==> src/rotor_cipher_machine_unit_defines.svh <==
// assertion macros for the rotor cipher machine unit
// no dependencies; included by the files that carry assertions
`ifndef ROTOR_CIPHER_MACHINE_UNIT_DEFINES_SVH
`define ROTOR_CIPHER_MACHINE_UNIT_DEFINES_SVH
`ifndef SYNTH
// same-cycle implication
`define RCM_ASSERT_IMPL(label, clk, rst_n, ante, cons, msg) \
    label: assert property (@(posedge clk) disable iff (!rst_n) (ante) |-> (cons)) \
        else $error(msg);
// next-cycle implication
`define RCM_ASSERT_NEXT(label, clk, rst_n, ante, cons, msg) \
    label: assert property (@(posedge clk) disable iff (!rst_n) (ante) |=> (cons)) \
        else $error(msg);
`else
`define RCM_ASSERT_IMPL(label, clk, rst_n, ante, cons, msg)
`define RCM_ASSERT_NEXT(label, clk, rst_n, ante, cons, msg)
`endif
`endif

==> src/rcm_pkg.sv <==
// shared types, constants, microcode rom and modulo-26 helpers
// for the rotor cipher machine; no dependencies
package rcm_pkg;

    // alphabet and sizing
    localparam int ALPHA      = 26;
    localparam int LAST       = ALPHA - 1;
    localparam int MAX_ROTORS = 8;
    localparam int LW         = 5;
    localparam int CW         = 4;
    localparam int IW         = 3;
    localparam int JW         = $clog2(MAX_ROTORS + 1);
    localparam int RW         = (MAX_ROTORS > 1) ? $clog2(MAX_ROTORS) : 1;
    localparam int WDEPTH     = MAX_ROTORS * ALPHA;
    localparam int AW         = $clog2(WDEPTH);
    localparam int UW         = (JW > CW) ? JW : CW;
    localparam logic [CW-1:0] COUNT_RESET = 4'd3;

    // action codes
    localparam logic [2:0] ACT_ENCRYPT  = 3'd0;
    localparam logic [2:0] ACT_PLUG_SWP = 3'd1;
    localparam logic [2:0] ACT_WIRE_WR  = 3'd2;
    localparam logic [2:0] ACT_SET_POS  = 3'd3;
    localparam logic [2:0] ACT_REFL_WR  = 3'd4;
    localparam logic [2:0] ACT_PLUG_RST = 3'd5;

    // microprogram addresses
    localparam int PCW = 5;
    typedef logic [PCW-1:0] t_pc;
    localparam t_pc PC_IDLE   = 5'd0;
    localparam t_pc PC_E_STEP = 5'd1;
    localparam t_pc PC_E_PB   = 5'd2;
    localparam t_pc PC_E_PBX  = 5'd3;
    localparam t_pc PC_E_FRD  = 5'd4;
    localparam t_pc PC_E_FX   = 5'd5;
    localparam t_pc PC_E_REFL = 5'd6;
    localparam t_pc PC_E_BRD  = 5'd7;
    localparam t_pc PC_E_BX   = 5'd8;
    localparam t_pc PC_E_PB2  = 5'd9;
    localparam t_pc PC_E_EMIT = 5'd10;
    localparam t_pc PC_S_RDA  = 5'd11;
    localparam t_pc PC_S_RDB  = 5'd12;
    localparam t_pc PC_S_WRA  = 5'd13;
    localparam t_pc PC_S_WRB  = 5'd14;
    localparam t_pc PC_W_WR   = 5'd15;
    localparam t_pc PC_P_WR   = 5'd16;
    localparam t_pc PC_R_WR   = 5'd17;
    localparam t_pc PC_C_CLR  = 5'd18;

    // datapath operations
    typedef enum logic [4:0] {
        OP_NOP,
        OP_STEP,
        OP_PB_RD_A,
        OP_X_PB,
        OP_INV_RD,
        OP_X_INV,
        OP_X_REFL,
        OP_WIR_RD,
        OP_X_WIR,
        OP_PB_RD_X,
        OP_EMIT,
        OP_PB_RD_B,
        OP_PB_WR_A,
        OP_PB_WR_B,
        OP_WIRE_WR,
        OP_POS_WR,
        OP_REFL_WR,
        OP_PB_CLR
    } t_op;

    // sequencing modes
    typedef enum logic [2:0] {
        C_NEXT,
        C_GOTO,
        C_DISPATCH,
        C_BR_T,
        C_BR_F,
        C_HOLD
    } t_cond;

    // status flag select
    typedef enum logic [2:0] {
        F_WRAP,
        F_FWD,
        F_FWD_NEXT,
        F_BACK,
        F_BACK_NEXT,
        F_BUSY
    } t_flag;

    typedef struct packed {
        t_op   op;
        t_cond cond;
        t_flag flag;
        t_pc   target;
    } t_uword;

    // sequencer to datapath
    typedef struct packed {
        t_op  op;
        logic load;
    } t_ctrl;

    // datapath to sequencer
    typedef struct packed {
        logic wrap;
        logic fwd;
        logic fwd_next;
        logic back;
        logic back_next;
        logic out_busy;
    } t_stat;

    // control store
    function automatic t_uword ucode(input t_pc pc);
        t_uword w;
        case (pc)
            PC_IDLE:   w = '{OP_NOP,     C_DISPATCH, F_WRAP,      PC_IDLE};
            PC_E_STEP: w = '{OP_STEP,    C_HOLD,     F_WRAP,      PC_E_PB};
            PC_E_PB:   w = '{OP_PB_RD_A, C_NEXT,     F_WRAP,      PC_IDLE};
            PC_E_PBX:  w = '{OP_X_PB,    C_BR_F,     F_FWD,       PC_E_REFL};
            PC_E_FRD:  w = '{OP_INV_RD,  C_NEXT,     F_WRAP,      PC_IDLE};
            PC_E_FX:   w = '{OP_X_INV,   C_BR_T,     F_FWD_NEXT,  PC_E_FRD};
            PC_E_REFL: w = '{OP_X_REFL,  C_BR_F,     F_BACK,      PC_E_PB2};
            PC_E_BRD:  w = '{OP_WIR_RD,  C_NEXT,     F_WRAP,      PC_IDLE};
            PC_E_BX:   w = '{OP_X_WIR,   C_BR_T,     F_BACK_NEXT, PC_E_BRD};
            PC_E_PB2:  w = '{OP_PB_RD_X, C_NEXT,     F_WRAP,      PC_IDLE};
            PC_E_EMIT: w = '{OP_EMIT,    C_HOLD,     F_BUSY,      PC_IDLE};
            PC_S_RDA:  w = '{OP_PB_RD_A, C_NEXT,     F_WRAP,      PC_IDLE};
            PC_S_RDB:  w = '{OP_PB_RD_B, C_NEXT,     F_WRAP,      PC_IDLE};
            PC_S_WRA:  w = '{OP_PB_WR_A, C_NEXT,     F_WRAP,      PC_IDLE};
            PC_S_WRB:  w = '{OP_PB_WR_B, C_GOTO,     F_WRAP,      PC_IDLE};
            PC_W_WR:   w = '{OP_WIRE_WR, C_GOTO,     F_WRAP,      PC_IDLE};
            PC_P_WR:   w = '{OP_POS_WR,  C_GOTO,     F_WRAP,      PC_IDLE};
            PC_R_WR:   w = '{OP_REFL_WR, C_GOTO,     F_WRAP,      PC_IDLE};
            PC_C_CLR:  w = '{OP_PB_CLR,  C_GOTO,     F_WRAP,      PC_IDLE};
            default:   w = '{OP_NOP,     C_GOTO,     F_WRAP,      PC_IDLE};
        endcase
        return w;
    endfunction

    // entry point of each action
    function automatic t_pc dispatch(input logic [2:0] action);
        t_pc pc;
        case (action)
            ACT_ENCRYPT:  pc = PC_E_STEP;
            ACT_PLUG_SWP: pc = PC_S_RDA;
            ACT_WIRE_WR:  pc = PC_W_WR;
            ACT_SET_POS:  pc = PC_P_WR;
            ACT_REFL_WR:  pc = PC_R_WR;
            ACT_PLUG_RST: pc = PC_C_CLR;
            default:      pc = PC_IDLE;
        endcase
        return pc;
    endfunction

    // fold a 5-bit value into the alphabet
    function automatic logic [LW-1:0] mod26(input logic [LW-1:0] v);
        return (v >= LW'(ALPHA)) ? LW'(v - LW'(ALPHA)) : v;
    endfunction

    // (a + b) mod 26 for a, b below 26
    function automatic logic [LW-1:0] add26(input logic [LW-1:0] a, input logic [LW-1:0] b);
        logic [LW:0] s;
        s = {1'b0, a} + {1'b0, b};
        return (s >= (LW+1)'(ALPHA)) ? LW'(s - (LW+1)'(ALPHA)) : LW'(s);
    endfunction

    // (a - b) mod 26 for a, b below 26
    function automatic logic [LW-1:0] sub26(input logic [LW-1:0] a, input logic [LW-1:0] b);
        logic [LW:0] s;
        s = {1'b0, a} + (LW+1)'(ALPHA) - {1'b0, b};
        return (s >= (LW+1)'(ALPHA)) ? LW'(s - (LW+1)'(ALPHA)) : LW'(s);
    endfunction

    // flat wiring table address of rotor r, entry e
    function automatic logic [AW-1:0] waddr(input logic [RW-1:0] r, input logic [LW-1:0] e);
        return AW'(AW'(r) * AW'(ALPHA)) + AW'(e);
    endfunction

endpackage

==> src/rotor_cipher_machine_unit.sv <==
// encrypt: the rotors step, holding while a carry moves on, then each rotor in use gets one
// registered table read and one compute step each way, forward through the inverse wiring
// memory and back through the wiring memory; the emit step holds while the result is busy
// loads: plug swap reads both entries, then writes both; one request at a time
// reset: plugboard identity, positions zero, rotor count 3; no clearing pass
`include "rotor_cipher_machine_unit_defines.svh"
// top level: stream ports, sequencer and datapath; depends on rcm_pkg
module rotor_cipher_machine_unit (
    input  logic        i_clk,
    input  logic        i_rst_n,
    input  logic        i_s_tvalid,
    output logic        o_s_tready,
    // rotor_index[2:0], entry_index[7:3], letter[12:8], second_letter[17:13]
    input  logic [23:0] i_s_tdata,
    // action[2:0]
    input  logic [2:0]  i_s_tuser,
    output logic        o_m_tvalid,
    input  logic        i_m_tready,
    // cipher_letter[4:0]
    output logic [7:0]  o_m_tdata,
    input  logic        i_cfg_valid,
    output logic        o_cfg_ready,
    input  logic [3:0]  i_cfg_data
);

    rcm_pkg::t_ctrl              w_ctrl;
    rcm_pkg::t_stat              w_stat;
    logic                        w_accept;
    logic                        w_ready;
    logic [rcm_pkg::LW-1:0]      w_letter;

    assign w_accept    = i_s_tvalid && w_ready;
    assign o_s_tready  = w_ready;
    assign o_cfg_ready = 1'b1;

    // control
    rcm_sequencer u_seq (
        .i_clk    (i_clk),
        .i_rst_n  (i_rst_n),
        .i_accept (w_accept),
        .i_action (i_s_tuser),
        .i_stat   (w_stat),
        .o_ctrl   (w_ctrl),
        .o_ready  (w_ready)
    );

    // datapath
    rcm_datapath u_dp (
        .i_clk           (i_clk),
        .i_rst_n         (i_rst_n),
        .i_ctrl          (w_ctrl),
        .i_rotor_index   (i_s_tdata[2:0]),
        .i_entry_index   (i_s_tdata[7:3]),
        .i_letter        (i_s_tdata[12:8]),
        .i_second_letter (i_s_tdata[17:13]),
        .i_cfg_wr        (i_cfg_valid),
        .i_cfg_data      (i_cfg_data),
        .i_out_ready     (i_m_tready),
        .o_stat          (w_stat),
        .o_out_valid     (o_m_tvalid),
        .o_out_letter    (w_letter)
    );

    assign o_m_tdata = {3'b000, w_letter};

    // checks
    `RCM_ASSERT_IMPL(a_idle_no_op, i_clk, i_rst_n, w_ready, w_ctrl.op == rcm_pkg::OP_NOP, "datapath op while idle")
    `RCM_ASSERT_NEXT(a_emit_loads, i_clk, i_rst_n, (w_ctrl.op == rcm_pkg::OP_EMIT) && !w_stat.out_busy, o_m_tvalid, "result not loaded")
    `RCM_ASSERT_NEXT(a_encrypt_busy, i_clk, i_rst_n, w_accept && (i_s_tuser == rcm_pkg::ACT_ENCRYPT), !o_s_tready, "ready during encrypt")

endmodule

==> src/rcm_sequencer.sv <==
// microcode sequencer: step counter, control store lookup and branching
// depends on rcm_pkg
module rcm_sequencer (
    input  logic             i_clk,
    input  logic             i_rst_n,
    input  logic             i_accept,
    input  logic [2:0]       i_action,
    input  rcm_pkg::t_stat   i_stat,
    output rcm_pkg::t_ctrl   o_ctrl,
    output logic             o_ready
);

    rcm_pkg::t_pc    r_pc;
    rcm_pkg::t_pc    n_pc;
    rcm_pkg::t_uword w_uw;
    logic            w_flag;

    assign w_uw = rcm_pkg::ucode(r_pc);

    // flag select
    always_comb begin
        case (w_uw.flag)
            rcm_pkg::F_WRAP:      w_flag = i_stat.wrap;
            rcm_pkg::F_FWD:       w_flag = i_stat.fwd;
            rcm_pkg::F_FWD_NEXT:  w_flag = i_stat.fwd_next;
            rcm_pkg::F_BACK:      w_flag = i_stat.back;
            rcm_pkg::F_BACK_NEXT: w_flag = i_stat.back_next;
            rcm_pkg::F_BUSY:      w_flag = i_stat.out_busy;
            default:              w_flag = 1'b0;
        endcase
    end

    // next step
    always_comb begin
        case (w_uw.cond)
            rcm_pkg::C_NEXT:     n_pc = rcm_pkg::PCW'(r_pc + 1'b1);
            rcm_pkg::C_GOTO:     n_pc = w_uw.target;
            rcm_pkg::C_DISPATCH: n_pc = i_accept ? rcm_pkg::dispatch(i_action) : r_pc;
            rcm_pkg::C_BR_T:     n_pc = w_flag ? w_uw.target : rcm_pkg::PCW'(r_pc + 1'b1);
            rcm_pkg::C_BR_F:     n_pc = w_flag ? rcm_pkg::PCW'(r_pc + 1'b1) : w_uw.target;
            rcm_pkg::C_HOLD:     n_pc = w_flag ? r_pc : w_uw.target;
            default:             n_pc = rcm_pkg::PC_IDLE;
        endcase
    end

    // step counter
    always_ff @(posedge i_clk) begin
        if (!i_rst_n) begin
            r_pc <= rcm_pkg::PC_IDLE;
        end else begin
            r_pc <= n_pc;
        end
    end

    assign o_ready     = (r_pc == rcm_pkg::PC_IDLE);
    assign o_ctrl.op   = w_uw.op;
    assign o_ctrl.load = i_accept;

endmodule

==> src/rcm_datapath.sv <==
// datapath: plugboard, rotor tables, reflector, positions, letter register
// and result register; depends on rcm_pkg
module rcm_datapath (
    input  logic                         i_clk,
    input  logic                         i_rst_n,
    input  rcm_pkg::t_ctrl               i_ctrl,
    input  logic [rcm_pkg::IW-1:0]       i_rotor_index,
    input  logic [rcm_pkg::LW-1:0]       i_entry_index,
    input  logic [rcm_pkg::LW-1:0]       i_letter,
    input  logic [rcm_pkg::LW-1:0]       i_second_letter,
    input  logic                         i_cfg_wr,
    input  logic [rcm_pkg::CW-1:0]       i_cfg_data,
    input  logic                         i_out_ready,
    output rcm_pkg::t_stat               o_stat,
    output logic                         o_out_valid,
    output logic [rcm_pkg::LW-1:0]       o_out_letter
);

    localparam int LW = rcm_pkg::LW;
    localparam int JW = rcm_pkg::JW;
    localparam int RW = rcm_pkg::RW;
    localparam int AW = rcm_pkg::AW;
    localparam int UW = rcm_pkg::UW;

    // control state
    logic [rcm_pkg::CW-1:0] r_count;
    logic [JW-1:0]          r_j;
    logic [LW-1:0]          r_pos [rcm_pkg::MAX_ROTORS];
    logic                   r_pb_vld [rcm_pkg::ALPHA];
    logic                   r_out_valid;

    // payload
    logic [rcm_pkg::IW-1:0] r_rotor;
    logic [LW-1:0]          r_entry;
    logic [LW-1:0]          r_a;
    logic [LW-1:0]          r_b;
    logic [LW-1:0]          r_x;
    logic [LW-1:0]          r_tmp;
    logic [LW-1:0]          r_out_letter;
    logic [LW-1:0]          r_refl [rcm_pkg::ALPHA];

    // memories
    logic [LW-1:0]          r_pb_mem [rcm_pkg::ALPHA];
    logic [LW-1:0]          r_pb_q;
    logic                   r_pb_hit;
    logic [LW-1:0]          r_pb_raddr;
    logic [LW-1:0]          r_wir_mem [rcm_pkg::WDEPTH];
    logic [LW-1:0]          r_inv_mem [rcm_pkg::WDEPTH];
    logic [LW-1:0]          r_wir_q;
    logic [LW-1:0]          r_inv_q;

    logic [JW-1:0]          w_used;
    logic [RW-1:0]          w_idx;
    logic [LW-1:0]          w_p;
    logic [LW-1:0]          w_xp;
    logic [LW-1:0]          w_pb_val;
    logic                   w_j_lt_used;
    logic                   w_rotor_ok;
    logic                   w_out_busy;
    logic                   w_pb_rd;
    logic [LW-1:0]          w_pb_ra;
    logic                   w_pb_wr;
    logic [LW-1:0]          w_pb_wa;
    logic [LW-1:0]          w_pb_wd;
    logic [AW-1:0]          w_taddr;

    // rotors in use, limited to the built count
    assign w_used = (UW'(r_count) < UW'(rcm_pkg::MAX_ROTORS)) ?
                    JW'(r_count) : JW'(rcm_pkg::MAX_ROTORS);
    assign w_j_lt_used = (r_j < w_used);
    assign w_rotor_ok  = ((JW+1)'(r_rotor) < (JW+1)'(rcm_pkg::MAX_ROTORS));

    // backward pass addresses rotor j-1
    always_comb begin
        if (i_ctrl.op == rcm_pkg::OP_WIR_RD || i_ctrl.op == rcm_pkg::OP_X_WIR) begin
            w_idx = RW'(r_j - 1'b1);
        end else begin
            w_idx = RW'(r_j);
        end
    end

    assign w_p      = r_pos[w_idx];
    assign w_xp     = rcm_pkg::add26(r_x, w_p);
    assign w_taddr  = rcm_pkg::waddr(w_idx, w_xp);
    assign w_pb_val = r_pb_hit ? r_pb_q : r_pb_raddr;
    assign w_out_busy = r_out_valid && !i_out_ready;

    // status to sequencer
    assign o_stat.wrap      = w_j_lt_used && (w_p == LW'(rcm_pkg::LAST));
    assign o_stat.fwd       = w_j_lt_used;
    assign o_stat.fwd_next  = ({1'b0, r_j} + 1'b1) < {1'b0, w_used};
    assign o_stat.back      = (r_j != '0);
    assign o_stat.back_next = (r_j > JW'(1));
    assign o_stat.out_busy  = w_out_busy;

    // plugboard port selection
    always_comb begin
        w_pb_rd = (i_ctrl.op inside {rcm_pkg::OP_PB_RD_A, rcm_pkg::OP_PB_RD_B,
                                     rcm_pkg::OP_PB_RD_X});
        case (i_ctrl.op)
            rcm_pkg::OP_PB_RD_B: w_pb_ra = r_b;
            rcm_pkg::OP_PB_RD_X: w_pb_ra = r_x;
            default:             w_pb_ra = r_a;
        endcase
        w_pb_wr = (i_ctrl.op inside {rcm_pkg::OP_PB_WR_A, rcm_pkg::OP_PB_WR_B});
        if (i_ctrl.op == rcm_pkg::OP_PB_WR_B) begin
            w_pb_wa = r_b;
            w_pb_wd = r_tmp;
        end else begin
            w_pb_wa = r_a;
            w_pb_wd = w_pb_val;
        end
    end

    // plugboard memory, unwritten entries read as identity
    always_ff @(posedge i_clk) begin
        if (w_pb_rd) begin
            r_pb_q     <= r_pb_mem[w_pb_ra];
            r_pb_hit   <= r_pb_vld[w_pb_ra];
            r_pb_raddr <= w_pb_ra;
        end
        if (w_pb_wr) begin
            r_pb_mem[w_pb_wa] <= w_pb_wd;
        end
    end

    // plugboard valid bits
    always_ff @(posedge i_clk) begin
        if (!i_rst_n || i_ctrl.op == rcm_pkg::OP_PB_CLR) begin
            for (int i = 0; i < rcm_pkg::ALPHA; i++) begin
                r_pb_vld[i] <= 1'b0;
            end
        end else if (w_pb_wr) begin
            r_pb_vld[w_pb_wa] <= 1'b1;
        end
    end

    // rotor wiring memory
    always_ff @(posedge i_clk) begin
        if (i_ctrl.op == rcm_pkg::OP_WIR_RD) begin
            r_wir_q <= r_wir_mem[w_taddr];
        end
        if (i_ctrl.op == rcm_pkg::OP_WIRE_WR && w_rotor_ok) begin
            r_wir_mem[rcm_pkg::waddr(RW'(r_rotor), r_entry)] <= r_a;
        end
    end

    // inverse wiring memory
    always_ff @(posedge i_clk) begin
        if (i_ctrl.op == rcm_pkg::OP_INV_RD) begin
            r_inv_q <= r_inv_mem[w_taddr];
        end
        if (i_ctrl.op == rcm_pkg::OP_WIRE_WR && w_rotor_ok) begin
            r_inv_mem[rcm_pkg::waddr(RW'(r_rotor), r_a)] <= r_entry;
        end
    end

    // request fields, letter register, swap holding register, reflector
    always_ff @(posedge i_clk) begin
        if (i_ctrl.load) begin
            r_rotor <= i_rotor_index;
            r_entry <= rcm_pkg::mod26(i_entry_index);
            r_a     <= rcm_pkg::mod26(i_letter);
            r_b     <= rcm_pkg::mod26(i_second_letter);
        end
        case (i_ctrl.op)
            rcm_pkg::OP_X_PB:    r_x <= w_pb_val;
            rcm_pkg::OP_X_INV:   r_x <= rcm_pkg::sub26(r_inv_q, w_p);
            rcm_pkg::OP_X_REFL:  r_x <= r_refl[r_x];
            rcm_pkg::OP_X_WIR:   r_x <= rcm_pkg::sub26(r_wir_q, w_p);
            rcm_pkg::OP_PB_RD_B: r_tmp <= w_pb_val;
            rcm_pkg::OP_REFL_WR: r_refl[r_a] <= r_entry;
            default: ;
        endcase
    end

    // rotor counter, positions and rotor count
    always_ff @(posedge i_clk) begin
        if (!i_rst_n) begin
            r_count <= rcm_pkg::COUNT_RESET;
            r_j     <= '0;
            for (int i = 0; i < rcm_pkg::MAX_ROTORS; i++) begin
                r_pos[i] <= '0;
            end
        end else begin
            if (i_cfg_wr) begin
                r_count <= i_cfg_data;
            end
            if (i_ctrl.load) begin
                r_j <= '0;
            end else begin
                case (i_ctrl.op)
                    // odometer step, carry moves on to the next rotor
                    rcm_pkg::OP_STEP: begin
                        if (w_j_lt_used) begin
                            if (w_p == LW'(rcm_pkg::LAST)) begin
                                r_pos[w_idx] <= '0;
                                r_j          <= JW'(r_j + 1'b1);
                            end else begin
                                r_pos[w_idx] <= LW'(w_p + 1'b1);
                            end
                        end
                    end
                    rcm_pkg::OP_PB_RD_A: r_j <= '0;
                    rcm_pkg::OP_X_INV:   r_j <= JW'(r_j + 1'b1);
                    rcm_pkg::OP_X_WIR:   r_j <= JW'(r_j - 1'b1);
                    rcm_pkg::OP_POS_WR: begin
                        if (w_rotor_ok) begin
                            r_pos[RW'(r_rotor)] <= r_entry;
                        end
                    end
                    default: ;
                endcase
            end
        end
    end

    // result register
    always_ff @(posedge i_clk) begin
        if (!i_rst_n) begin
            r_out_valid <= 1'b0;
        end else if (i_ctrl.op == rcm_pkg::OP_EMIT && !w_out_busy) begin
            r_out_valid <= 1'b1;
        end else if (i_out_ready) begin
            r_out_valid <= 1'b0;
        end
    end

    always_ff @(posedge i_clk) begin
        if (i_ctrl.op == rcm_pkg::OP_EMIT && !w_out_busy) begin
            r_out_letter <= w_pb_val;
        end
    end

    assign o_out_valid  = r_out_valid;
    assign o_out_letter = r_out_letter;

endmodule

==> config.mk <==
export PLATFORM = sky130hd
export DESIGN_NAME = rotor_cipher_machine_unit
export DESIGN_NICKNAME = d
export VERILOG_FILES = /design/src/rcm_pkg.sv /design/src/rotor_cipher_machine_unit.sv /design/src/rcm_sequencer.sv /design/src/rcm_datapath.sv
export VERILOG_INCLUDE_DIRS = /design/src /design/src/src
export SDC_FILE = /design/constraint.sdc
export NUM_CORES = 2
export LEC_CHECK = 0
export ABC_CLOCK_PERIOD_IN_PS = 10000
export BUFFER_PORTS_ARGS = -buffer_cell sky130_fd_sc_hd__buf_2
export CORE_UTILIZATION = 60
export DETAILED_ROUTE_END_ITERATION = 7
export PLACE_DENSITY = 0.76
export SLEW_MARGIN = 20
export SYNTH_ARGS = -nofsm -noshare
export SYNTH_HDL_FRONTEND = slang
export SYNTH_SLANG_ARGS = --single-unit
==> constraint.sdc <==
create_clock -name i_clk -period 10 [get_ports i_clk]
set_clock_uncertainty 0.1 [all_clocks]
set_input_delay 1 -clock i_clk [delete_from_list [all_inputs] [get_ports i_clk]]
set_output_delay 1 -clock i_clk [all_outputs]
set_load 0.005 [all_outputs]
Word-level counts from Yosys, hierarchy flattened
Memories as Yosys holds them, arrays and structs flattened. A register that Yosys moved wholly into a read port is not among the register bits. Index checks and enable logic that the tools add are counted.

RAM bits: 2406. Word-level logic and storage cells: 179. Memories kept: 7. Memory bits (read-only): 480. Bits in registers: 52. Input bits: 36.

Multiplexer cells: 65. Magnitude comparators: 10. Equality and inequality tests: 37. Bitwise operators: 2. Add/subtract/negate cells: 19. Multiply operators: 2. Reductions and logical operators: 25.

Memories: u_dp.r_inv_mem (words 208, width 5, read ports 1, clocked after memory_dff 1, wr ports 1, RTL line rcm_datapath.sv:48) `logic [LW-1:0] r_inv_mem [rcm_pkg::WDEPTH];`; u_dp.r_wir_mem (words 208, width 5, read ports 1, clocked after memory_dff 1, wr ports 1, RTL line rcm_datapath.sv:47) `logic [LW-1:0] r_wir_mem [rcm_pkg::WDEPTH];`; (no name shown) (words 32, width 15, read ports 1, clocked after memory_dff 1, wr ports 0, RTL line rcm_pkg.sv:118) `case (pc)`; u_dp.r_pb_mem (words 26, width 5, read ports 1, clocked after memory_dff 1, wr ports 1, RTL line rcm_datapath.sv:43) `logic [LW-1:0] r_pb_mem [rcm_pkg::ALPHA];`; u_dp.r_refl (words 26, width 5, read ports 1, clocked after memory_dff 1, wr ports 1, RTL line rcm_datapath.sv:40) `logic [LW-1:0] r_refl [rcm_pkg::ALPHA];`; u_dp.r_pos (words 8, width 5, read ports 1, clocked after memory_dff 0, wr ports 8, RTL line rcm_datapath.sv:28) `logic [LW-1:0] r_pos [rcm_pkg::MAX_ROTORS];`; 1 more memories.

Operators by type and width (count): 5-bit two-way mux (20); 5-bit case mux with 6 select lines (2); 5-bit by 4-bit == test with 1-bit output, second input constant (8); 1-bit two-way mux (33); 5-bit subtractor, second input constant (6); 8-bit by 5-bit adder with 8-bit output (3); 5-bit by 3-bit == test with 1-bit output, second input constant (4); 5-bit case mux with 4 select lines (1); 3-bit by 2-bit == test with 1-bit output, second input constant (6); 3-bit == test, second input constant (6); 6-bit by 5-bit >= comparator with 1-bit output, second input constant (3); 4-bit case mux with 4 select lines (1); 5-bit == test, second input constant (3); 5-bit >= comparator, second input constant (3); 3-bit by 4-bit multiplier with 7-bit output, second input constant (2); 5-bit by 5-bit adder with 6-bit output, second input constant (2); 4-bit two-way mux (3); 4-bit nonzero test (3); 6-bit by 5-bit subtractor with 6-bit output (2); 5-bit by 1-bit adder with 5-bit output, second input constant (2); 5-bit by 2-bit == test with 1-bit output, second input constant (2); 5-bit case mux with 2 select lines (1); 5-bit OR reduction (2); 3-bit by 1-bit == test with 1-bit output, second input constant (3); 26 further kinds (39).

Longest topological paths before layout
An unclocked memory read counts as a cell.

Word-level depth: 15. Depth in mapped cells: 36. Gate-level depth less buffers: 31.

Cells and area by module
From an unflattened synthesis, not the netlist that was laid out.

Cells, all modules: 5539. Area, all modules: 102343.2 um2.

Modules (own cells, without submodules): rcm_datapath (area an instance 100675.3 um2, times used 1, cells an instance 5333); rcm_sequencer (area an instance 1624.1 um2, times used 1, cells an instance 199); rotor_cipher_machine_unit (area an instance 43.8 um2, times used 1, cells an instance 7).

Worst setup path after synthesis
OpenSTA, ideal clock, no wires.

Path type: register to register. From: register u_dp.r_j[1]. To: register u_dp.r_inv_q[1] (read register of u_dp.r_inv_mem), data pin. Data required time: 9630 ps. Path slack: 1325 ps. Cell stages (with the launch flop): 32. Data arrival time: 8304 ps. Buffers on the path: 7. Cell sequence: dfxtp_1 clkbuf_1 clkbuf_1 inv_1 ha_1 clkbuf_1 buf_2 nor2_1 a21oi_1 mux4_2 mux2i_1 inv_1 ha_1 inv_1 fa_1 inv_1 a21o_1 a21oi_1 xnor2_1 inv_1 o21ai_0 xnor2_1 ha_1 inv_1 fa_1 xor2_1 clkbuf_1 buf_1 clkbuf_1 mux4_2 a211oi_1 a21oi_1.

Cells in the longest elaborated chain, start to end: 7. Elaborated cells on any way between the ends: 9. Classes of those cells: 4 x add/sub; 1 x mul; 1 x order compare; 2 x mux; 1 x memory.

Ends and longest elaborated chain: from (decl) (RTL line rcm_datapath.sv:27) `logic [JW-1:0] r_j;`; from (signal assigned) (RTL line rcm_datapath.sv:198) `r_j <= JW'(r_j + 1'b1);`; from (signal assigned) (RTL line rcm_datapath.sv:205) `rcm_pkg::OP_X_INV: r_j <= JW'(r_j + 1'b1);`; from (signal assigned) (RTL line rcm_datapath.sv:206) `rcm_pkg::OP_X_WIR: r_j <= JW'(r_j - 1'b1);`; 4-bit by 1-bit subtractor with 4-bit output (RTL line rcm_datapath.sv:76) `w_idx = RW'(r_j - 1'b1);`; 3-bit two-way mux (*) (RTL line rcm_datapath.sv:75) `if (i_ctrl.op == rcm_pkg::OP_WIR_RD || i_ctrl.op == rcm_pkg::OP_X_WIR) begin`; memory read 8 x 5 bit; 5-bit by 5-bit adder with 6-bit output (RTL line rcm_pkg.sv:166) `s = {1'b0, a} + {1'b0, b};`; 5-bit subtractor / 6-bit by 5-bit >= comparator with 1-bit output (equally long branches) (RTL line rcm_pkg.sv:167) `return (s >= (LW+1)'(ALPHA)) ? LW'(s - (LW+1)'(ALPHA)) : LW'(s);`; 5-bit two-way mux (RTL line rcm_pkg.sv:167); 8-bit by 5-bit adder with 8-bit output (*) (RTL line rcm_pkg.sv:179) `return AW'(AW'(r) * AW'(ALPHA)) + AW'(e);`; to (decl) (RTL line rcm_datapath.sv:50) `logic [LW-1:0] r_inv_q;`.

Mark *: on every way between the ends. The rest lies on a longest branch, timed or not. A chain may end at the register's enable or synchronous reset.

Worst setup path after layout
From: register, netlist name u_seq.w_uw[12]. To: register u_dp.r_wir_q[2] (read register of u_dp.r_wir_mem), data pin.

Cells in the longest elaborated chain, start to end: 8. Elaborated cells on any way between the ends: 11. Classes of those cells: 3 x add/sub; 1 x mul; 1 x order compare; 2 x eq/ne; 2 x mux; 1 x reduce/logical; 1 x memory.

Ends and longest elaborated chain: 5-bit by 3-bit == test with 1-bit output / 5-bit by 4-bit == test with 1-bit output (equally long branches) (RTL line rcm_datapath.sv:75, rcm_datapath.sv:140); 1-bit logical OR (RTL line rcm_datapath.sv:75); 3-bit two-way mux (RTL line rcm_datapath.sv:75); memory read 8 x 5 bit; 5-bit by 5-bit adder with 6-bit output (RTL line rcm_pkg.sv:166); 5-bit subtractor / 6-bit by 5-bit >= comparator with 1-bit output (equally long branches) (RTL line rcm_pkg.sv:167); 5-bit two-way mux (RTL line rcm_pkg.sv:167); 8-bit by 5-bit adder with 8-bit output (RTL line rcm_pkg.sv:179); to (decl) (RTL line rcm_datapath.sv:49) `logic [LW-1:0] r_wir_q;`.

Parallel ways exist; a longest one is shown, timed or not.

==> run_results.csv <==
group,metric,value,unit
global_routing,antenna_found_initial,7,
timing,period_share,87.7,%
detailed_routing,ant_nets,0,
floorplanning,ioPinCount,47,
synth,ys_ff_latch,2500,
clock_network,cts_tree,"yes",
placement,place_inst,7193,
critical_path,reg2reg_from,"u_seq.w_uw[12]",
hold_path,whs_endpoint,"u_dp.r_rotor[2]",
synth,syn_inst,5116,
clock_network,holdBufCountCts,0,
synth,synth_area_leaders,"edfxtp_1, mux4_2, nor2_1, dfxtp_1, ha_1",
detailed_routing,drtIter0Drc,6326,
clock_network,cts.root.buffer_cell,"clkbuf_16",
critical_path,r2r_cells,26,
clock_network,cts_buffer_depth,3,
synth,syn_avg_cell_area,19.8,sq um
synth,synth_edf_count,2434,
timing,tightest_slew,1.16,ns
timing,final_hold_viol_count,0,
placement,gp_congestion,0.859,
run_status,failed_checks,"design-rule violations",
critical_path,rrSetupSlack,1.23,ns
critical_path,required,10.52,ns
hold_path,hold_depth,1,
clock_network,clk_pin_slew,0.07,ns
floorplanning,die_y,413,um
global_routing,overflow,0,
synth,synth_flop_cell,"edfxtp_1",
final_layout,drive_gt1_share,24.3,%
final_layout,layout_commonest_cell,"edfxtp_1",
detailed_routing,post_drt_wl_per_cell,30.3,um
final_layout,nNetsFinal,5341,
critical_path,crit_fanout,17,
run_status,status,"finished with violations",
synth,ys_warn_count,0,
clock_network,cts_sinks,2500,
timing,setup_viol,0,
final_layout,area_growth,11.2,%
placement,numPortBuffers,36,
synth,synthArstFlopShare,0,%
placement,place_hpwl,131,mm
global_routing,grt_max_degree,238,
hold_path,worstHoldStart,"i_s_tdata[2]",
critical_path,path_class,"flop to flop",
timing,timing.fmax,114,MHz
timing,period_minus_slack,8.77,ns
timing,max_slew_margin,22.5,%
timing,rsz0062_at_grt,"no",
synth,yosys.cell_types.count,80,
global_routing,grt_pass1_vias,51227,
floorplanning,die_area,0.170,sq mm
detailed_routing,wl,232,mm
critical_path,cp-end-kind,"flop",
floorplanning,die_w,413,um
synth,synth_area,0.101,sq mm
final_layout,utilization,67.2,%
synth,yosysTopAreaCell,"edfxtp_1",
final_layout,final_cell_mix,"edfxtp_1, mux4_2, nor2_1",
detailed_routing,post-route-drc-count,2,
timing,slew_viol_final,0,
clock_network,cts_resized,0,
detailed_routing,routed-via-count,50915,
clock_network,cts_setup_buffers,0,
floorplanning,rows,150,
clock_network,clk-insertion-delay-late,0.89,ns
detailed_routing,vias_per_cell,6.66,
global_routing,grt_pass1_wl,343,mm
hold_path,min_path_type,"input port to flop",
critical_path,cp.arrival,9.30,ns
clock_network,numCtsBuffers,234,
critical_path,r2r-end,"u_dp.r_wir_q[2]",
flow_run,maxCapViolations,0,
timing,hold_slack,0.213,ns
floorplanning,core,0.167,sq mm
floorplanning,initial_utilization,60.5,%
clock_network,h-tree-depth,4,
final_layout,final_cells,7644,
synth,yosysSeqAreaShare,73.5,%
synth,yosysTopAreaCellShare,72.2,%
detailed_routing,drt-pass1-iter-count,7,
global_routing,grtUsageTotal,27.8,%
critical_path,cp-start-kind,"flop",
timing,setup_tns,0,ns
cell usage after synthesis, types with 9 or more instances:
library cell,count
edfxtp_1,2434
mux4_2,755
nor2_1,619
nand2_1,219
clkbuf_1,206
inv_1,85
a21oi_1,77
ha_1,70
dfxtp_1,66
buf_1,62
mux2i_1,60
nand3_1,36
o21ai_0,35
nor2b_1,33
xnor2_1,31
a211oi_1,21
nor3_1,20
mux2_2,19
o211ai_1,17
xor2_1,17
a21o_1,16
nand2b_1,16
and2_1,15
o22ai_1,12
a311oi_1,10
a22oi_1,9
and3_1,9
o21ai_1,9
layout make-up:
| class | instances | area (sq um) |
|---|---|---|
| Multi-Input combinational cell | 2247 | 25600 |
| Sequential cell | 2500 | 74400 |
| Fill cell | 10090 | 54800 |
| Timing Repair Buffer | 158 | 1470 |
| Tap cell | 2204 | 2760 |
| Antenna cell | 4 | 10.0 |
| Clock inverter | 161 | 1910 |
| Inverter | 86 | 325 |
| Clock buffer | 284 | 6120 |
critical path, stage by stage, from the launching register on:
cell	delay (ns)
dfxtp_1	0.74
nand4b_1	0.44
a21oi_1	0.35
xnor2_1	0.41
mux4_2	0.61
mux2i_1	0.26
inv_1	0.19
ha_4	0.20
inv_1	0.06
fa_1	0.20
inv_1	0.05
a21o_1	0.14
a21oi_1	0.16
xnor2_1	0.19
inv_1	0.07
o21ai_0	0.37
xnor2_1	0.24
ha_4	0.19
inv_1	0.05
fa_4	0.58
xor2_4	0.85
buf_4	0.38
mux4_2	0.59
mux4_2	0.58
nor2b_1	0.18
a211oi_1	0.25
a21oi_1	0.06
worst max-delay path by stage:
stage                              start         endpoint  slack [ns]
after floorplan              u_dp.r_j[1]  u_dp.r_inv_q[1]        1.33
after global placement    u_seq.w_uw[12]  u_dp.r_wir_q[4]        1.49
after detailed placement  u_seq.w_uw[12]  u_dp.r_wir_q[0]        1.35
after CTS                 u_seq.w_uw[12]  u_dp.r_wir_q[2]        1.28
after global routing      u_seq.w_uw[12]  u_dp.r_wir_q[3]        0.67
final                     u_seq.w_uw[12]  u_dp.r_wir_q[2]        1.23
kinds of logic after synthesis:
group	share of synthesized area (%)
mux	17.6
buf+inv	1.44
simple gates	4.09
xor+xnor	0.415
flops	73.5
other cells	0.00742
fa+ha+maj	1.02
compound gates	1.92
per-stage QoR:
step                setup WS, ns  instance area [sq um]
floorplan                   1.33                 101000
global placement            1.49                 104000
detailed placement          1.35                 104000
CTS                         1.28                 112000
global route               0.672                 113000
finish                      1.23                 113000
metal layers:
metal  GRT usage [%]  wire length [um]  share of wire [%]  up-vias
li1                -                 -                  -    20997
met1            39.0             88300                 38    26579
met2            44.2            114000                 49     2870
met3            5.82             22200                9.6      465
met4            8.88              7410                3.2        4
met5               0                21             0.0091        -
flip-flops by register name (all words and copies together) (netlist names), 15 cells and up, named ones only:
signal	cells
u_dp.r_inv_mem	1040
u_dp.r_wir_mem	1040
u_dp.r_pb_mem	130
u_dp.r_refl	130
u_dp.r_pos	40
u_dp.r_pb_vld	32
u_seq.w_uw	15
Power is left out: the tool's default activity adds up to more than one toggle a clock period on the data nets, which glitch-free logic cannot reach.
